[config.mk]
export PLATFORM = sky130hd
export DESIGN_NAME = tlfs_queue
export DESIGN_NICKNAME = d
export VERILOG_FILES = /design/src/hdl/tlfs_pkg.sv /design/src/hdl/tlfs_cell.sv /design/src/hdl/tlfs_queue.sv
export SDC_FILE = /design/constraint.sdc
export NUM_CORES = 2
export LEC_CHECK = 0
export ABC_AREA = 1
export BUFFER_PORTS_ARGS = -buffer_cell sky130_fd_sc_hd__buf_2
export CORE_ASPECT_RATIO = 1.25
export CORE_MARGIN = 2
export CORE_UTILIZATION = 58
export DETAILED_ROUTE_END_ITERATION = 16
export MAX_ROUTING_LAYER = met4
export PLACE_DENSITY = 0.77
export SYNTH_ARGS = -nofsm -noshare
export SYNTH_HDL_FRONTEND = slang
export SYNTH_SLANG_ARGS = --single-unit
[constraint.sdc]
create_clock -name aclk -period 5.1 [get_ports aclk]
set_input_delay 0.51 -clock aclk [delete_from_list [all_inputs] [get_ports aclk]]
set_output_delay 0.51 -clock aclk [all_outputs]
set_load 0.02 [all_outputs]
[src/hdl/tlfs_pkg.sv]
// ----------------------------------------------------------------------------
// tlfs_pkg
// Shared types and constants of the three-level feedback scheduler.
// ----------------------------------------------------------------------------
`default_nettype none

package tlfs_pkg;

    localparam int NUM_SLOTS  = 64;
    localparam int NUM_LEVELS = 3;
    localparam int SLOT_W     = 6;
    localparam int TICK_W     = 7;
    localparam int CNT_W      = 4;

    localparam logic [TICK_W-1:0] TICK_MAX = '1;
    localparam logic [CNT_W-1:0]  CNT_MAX  = '1;

    // request codes
    localparam logic [1:0] REQ_ADMIT  = 2'd0;
    localparam logic [1:0] REQ_WAKE   = 2'd1;
    localparam logic [1:0] REQ_TICK   = 2'd2;
    localparam logic [1:0] REQ_REMOVE = 2'd3;

    // run status after a tick
    localparam logic [1:0] RST_RUN   = 2'd0;
    localparam logic [1:0] RST_SLEEP = 2'd1;

    // error codes
    localparam logic [1:0] ERR_OK     = 2'd0;
    localparam logic [1:0] ERR_QUEUED = 2'd1;
    localparam logic [1:0] ERR_NOTQ   = 2'd2;

    // config register indexes
    localparam logic [1:0] CFG_SLICE0 = 2'd0;
    localparam logic [1:0] CFG_SLICE1 = 2'd1;
    localparam logic [1:0] CFG_SLICE2 = 2'd2;
    localparam logic [1:0] CFG_BOOST  = 2'd3;

    typedef enum logic [2:0] {
        Q_NONE   = 3'd0,
        Q_APPEND = 3'd1,
        Q_REMOVE = 3'd2,
        Q_WAKE   = 3'd3,
        Q_HEAD   = 3'd4,
        Q_PICK   = 3'd5
    } qcmd_t;

    typedef struct packed {
        logic              occ;
        logic [SLOT_W-1:0] slot;
        logic              run;
        logic [TICK_W-1:0] ticks;
    } cell_t;

    // control from the sequencer to one queue
    typedef struct packed {
        qcmd_t             cmd;
        logic [SLOT_W-1:0] key;
        logic              app_run;
        logic              head_run;
        logic [TICK_W-1:0] head_ticks;
    } qctl_t;

    // status from one queue
    typedef struct packed {
        logic              hit;
        logic              any_run;
        logic [SLOT_W-1:0] pick_slot;
        logic [TICK_W-1:0] head_ticks;
    } qstat_t;

endpackage

`default_nettype wire

[src/hdl/tlfs_cell.sv]
// ----------------------------------------------------------------------------
// tlfs_cell
// One queue position: holds a slot, its runnable mark and tick count.
// ----------------------------------------------------------------------------
`default_nettype none

module tlfs_cell (
    input  wire logic            aclk,
    input  wire logic            aresetn,
    input  wire logic            is_head,
    input  wire tlfs_pkg::qctl_t ctl,
    input  wire logic            left_occ,
    input  wire logic            seen_in,
    input  wire logic            runseen_in,
    input  wire tlfs_pkg::cell_t right_data,
    input  wire tlfs_pkg::cell_t head_data,
    input  wire tlfs_pkg::cell_t pick_data,
    output tlfs_pkg::cell_t      data,
    output logic                 seen_out,
    output logic                 runseen_out,
    output logic                 sel
);
    import tlfs_pkg::*;

    cell_t data_reg, data_next;
    logic  match;

    assign data        = data_reg;
    assign match       = data_reg.occ && (data_reg.slot == ctl.key);
    assign seen_out    = seen_in | match;
    assign runseen_out = runseen_in | (data_reg.occ & data_reg.run);
    // first runnable entry of the queue
    assign sel         = data_reg.occ & data_reg.run & ~runseen_in;

    always_comb begin
        data_next = data_reg;
        case (ctl.cmd)
            Q_REMOVE: begin
                if (seen_in || match) data_next = right_data;
            end
            Q_APPEND: begin
                if (!data_reg.occ && left_occ) begin
                    data_next.occ   = 1'b1;
                    data_next.slot  = ctl.key;
                    data_next.run   = ctl.app_run;
                    data_next.ticks = '0;
                end
            end
            Q_WAKE: begin
                if (match) data_next.run = 1'b1;
            end
            Q_HEAD: begin
                if (is_head) begin
                    data_next.run   = ctl.head_run;
                    data_next.ticks = ctl.head_ticks;
                end
            end
            Q_PICK: begin
                if (is_head) data_next = pick_data;
                else if (sel) data_next = head_data;
            end
            default: data_next = data_reg;
        endcase
    end

    always_ff @(posedge aclk) begin
        if (!aresetn) begin
            data_reg.occ <= 1'b0;
            data_reg.run <= 1'b0;
        end else begin
            data_reg.occ <= data_next.occ;
            data_reg.run <= data_next.run;
        end
        data_reg.slot  <= data_next.slot;
        data_reg.ticks <= data_next.ticks;
    end

endmodule

`default_nettype wire

[src/hdl/tlfs_queue.sv]
// ----------------------------------------------------------------------------
// tlfs_queue
// One level's ordered queue as a row of cells; entries stay packed at the head.
// ----------------------------------------------------------------------------
`default_nettype none

module tlfs_queue (
    input  wire logic            aclk,
    input  wire logic            aresetn,
    input  wire tlfs_pkg::qctl_t ctl,
    output tlfs_pkg::qstat_t     stat
);
    import tlfs_pkg::*;

    cell_t data [NUM_SLOTS];
    cell_t right [NUM_SLOTS];
    logic  seen [NUM_SLOTS+1];
    logic  runseen [NUM_SLOTS+1];
    logic  locc [NUM_SLOTS];
    logic  sel [NUM_SLOTS];
    cell_t pick_data;

    assign seen[0]    = 1'b0;
    assign runseen[0] = 1'b0;

    for (genvar i = 0; i < NUM_SLOTS; i++) begin : g_cell
        if (i == NUM_SLOTS - 1) begin : g_last
            assign right[i] = '0;
        end else begin : g_mid
            assign right[i] = data[i+1];
        end
        if (i == 0) begin : g_first
            assign locc[i] = 1'b1;
        end else begin : g_rest
            assign locc[i] = data[i-1].occ;
        end
        tlfs_cell u_cell (
            .aclk        (aclk),
            .aresetn     (aresetn),
            .is_head     (i == 0),
            .ctl         (ctl),
            .left_occ    (locc[i]),
            .seen_in     (seen[i]),
            .runseen_in  (runseen[i]),
            .right_data  (right[i]),
            .head_data   (data[0]),
            .pick_data   (pick_data),
            .data        (data[i]),
            .seen_out    (seen[i+1]),
            .runseen_out (runseen[i+1]),
            .sel         (sel[i])
        );
    end

    always_comb begin
        pick_data = '0;
        for (int i = 0; i < NUM_SLOTS; i++) begin
            if (sel[i]) pick_data = pick_data | data[i];
        end
    end

    assign stat.hit        = seen[NUM_SLOTS];
    assign stat.any_run    = runseen[NUM_SLOTS];
    assign stat.pick_slot  = pick_data.slot;
    assign stat.head_ticks = data[0].ticks;

endmodule

`default_nettype wire

==> impl_metrics.ini <==
[status]
status = finished, violations left
violations = setup timing

[pwr]
power_mw = 21.8
p_per_area_nw_per_um2 = 349
ir_drop_mv = 0.373
p_leak_nw = 26.9

[timing]
hold_ws_ps = 139
rsz0062_at_grt = yes
period_share_pct = 134
finalSetupTns_ps = -258380
slew_headroom_pct = 10.7
setup_violations = 429
skew_ps = 43.4
worst_pin_slew_ps = 1330
max_freq_mhz = 146
postLayoutSetupSlackWorst_ps = -1750
drv_slew = 0
hold_viol_final = 0
fin_crit_ps = 6850

[critical_path]
endpoint = stat[8]
rrSetupSlack_ps = -1490
r2r-start = g_cell[0].u_cell.data[9]
reg2regPathDepth = 48
startpoint = g_cell[0].u_cell.data[14]
crit_path_end_kind = output port
critPathLaunchType = flop
cp_common_cell = nand4_1
slowest_delay_ps = 340
critPathKind = reg -> out
required_ps = 4590
r2r-end = g_cell[53].u_cell.data[3]
slowest_stage = dfxtp_2
crit_fanout = 6
arrival_ps = 6340

[cells_and_area]
area_delta_synth_final_pct = 19.1
fin_util_pct = 69.5
layout.nets = 6665
fin_area_um2 = 62300
fin_cells = 7910
largest_reg_flops = 960
layout-drive-gt1-share_pct = 17.4

[floorplanning]
start_util_pct = 58.3
fp.dieH_um = 340
core_um2 = 89700
rows = 123
die_w_um = 273
io_pins = 35
dieArea_um2 = 92700

[placement]
gp_congestion = 0.991
port_buffers = 34
place_area_um2 = 57300
hpwlAfterDp_um = 116000
dpl.cell_count = 7630
place_ws_ps = -1240

[grt]
met2_usage_pct = 62.9
grt_pass1_wl_um = 272000
antenna_found_initial = 1
overflow = 0
grtUsageTotal_pct = 38.4
grt.met3_usage_pct = 6.60
grt_max_degree = 199
grt_pass1_vias = 49400
grt-busiest-layer = met2
gr-usage-met1_pct = 44.0

[worst_hold_path]
hp-start = ctl[5]
min_path_type = in -> reg

[route]
ant_nets = 0
viasPerCell = 6.37
routedWlPerCell_um = 22.3
wl_um = 177000
routed-via-count = 50400
drtPass1Iterations = 7
drtIter0Drc = 6500
drcViolationCount = 0

[logic_synthesis]
ys_top_cells_by_area = edfxtp_1 48%, nand2_1 12%, o21ai_0 5.2%
yosys.area.top_type = edfxtp_1
netlist_instances = 6285
yosysMostFrequentCell = nand2_1
yosys-top-cells-count = 1,615 x nand2_1, 832 x edfxtp_1, 639 x nor2_1
yosysWarnings = 0
synth_nets = 6305
ys_ff_latch = 960
synth_seq_area_share_pct = 52.6
synthArstFlopShare_pct = 0
synth_area_um2 = 52300
synth-edff-count = 832
syn_area_per_cell_um2 = 8.33
synthFlopType = edfxtp_1
synth_top_area_share_pct = 47.7
ys_types = 55

[clocking]
cts_tree = yes
cts.sinks = 960
clock_latency_ps = 720
cts.hold.buffers_added = 0
htree_levels = 3
clockBufferDepth = 3
clk_pin_slew_ps = 70
root_buffer = clkbuf_16
cts_buffers = 98

[job]
cap_violations = 0
## layer usage
metal  up-vias  share of wire (%)  wire [um]
li1      22400                  -          -
met1     23500                 34      60900
met2      3537                 48      85400
met3       929                 10      17900
met4         0                7.0      12300
met5         -                  0          0
## area by class of cell
type | instances | area [um2]
fillers | 6907 | 27400
inverters | 627 | 2390
repair inverters | 3 | 20.0
repair buffers | 684 | 5820
well taps | 1187 | 1490
clock inverters | 48 | 370
multi-input cells | 4271 | 22000
clock buffers | 129 | 2700
flip-flops and latches | 960 | 27600
diodes | 1 | 2.50
## worst min-delay path by stage
stage	to	slack [ps]	cells after the start
after global placement	g_cell[45].u_cell.data[7]	460	2
after floorplan	g_cell[57].u_cell.data[7]	440	2
final	g_cell[0].u_cell.data[5]	140	3
after CTS	g_cell[0].u_cell.data[5]	140	3
after detailed placement	g_cell[46].u_cell.data[7]	460	2
after global routing	g_cell[0].u_cell.data[5]	150	3
## logic make-up after synthesis
family                    Yosys count  synth area share (%)
buffers and inverters            1055                  7.78
AOI/OAI and AO/OA                1113                  12.6
and+or+nand+nor                  3073                  25.6
DFF                               960                  52.6
xor gates and xnor gates           84                  1.41
## power breakdown
part | switching [mW] | internal, mW | total [mW]
clock network | 3.17 | 3.92 | 7.09
registers | 0.433 | 9.35 | 9.79
logic | 3.15 | 1.75 | 4.90
total | 6.75 | 15.0 | 21.8
## critical path: cells and delay by family, from the launching register on
family	cells	cell delay (ps)
and+or+nand+nor	37	4810
buffers and inverters	4	460
DFF	1	340
## timing repair
action | 4_1_cts | 5_1_grt
resized for setup | 232 | 100
buffers inserted | 86 | 27
endpoints found under the setup margin | 426 | 486
cloned | 3 | 3
pin swaps | 102 | 103
## layout by cell type (no fill, tap or decap), types with 109 or more instances in the layout
cell,Yosys,final
o22ai_1,114,114
buf_4,19,578
a21oi_1,141,134
nor2_1,639,504
nor2_2,7,109
nand4_1,322,322
nand2_1,1615,1572
nand3_1,364,311
o21ai_0,543,534
inv_1,618,607
dfxtp_1,128,122
edfxtp_1,832,832
Power figures use the tool's default switching activity.
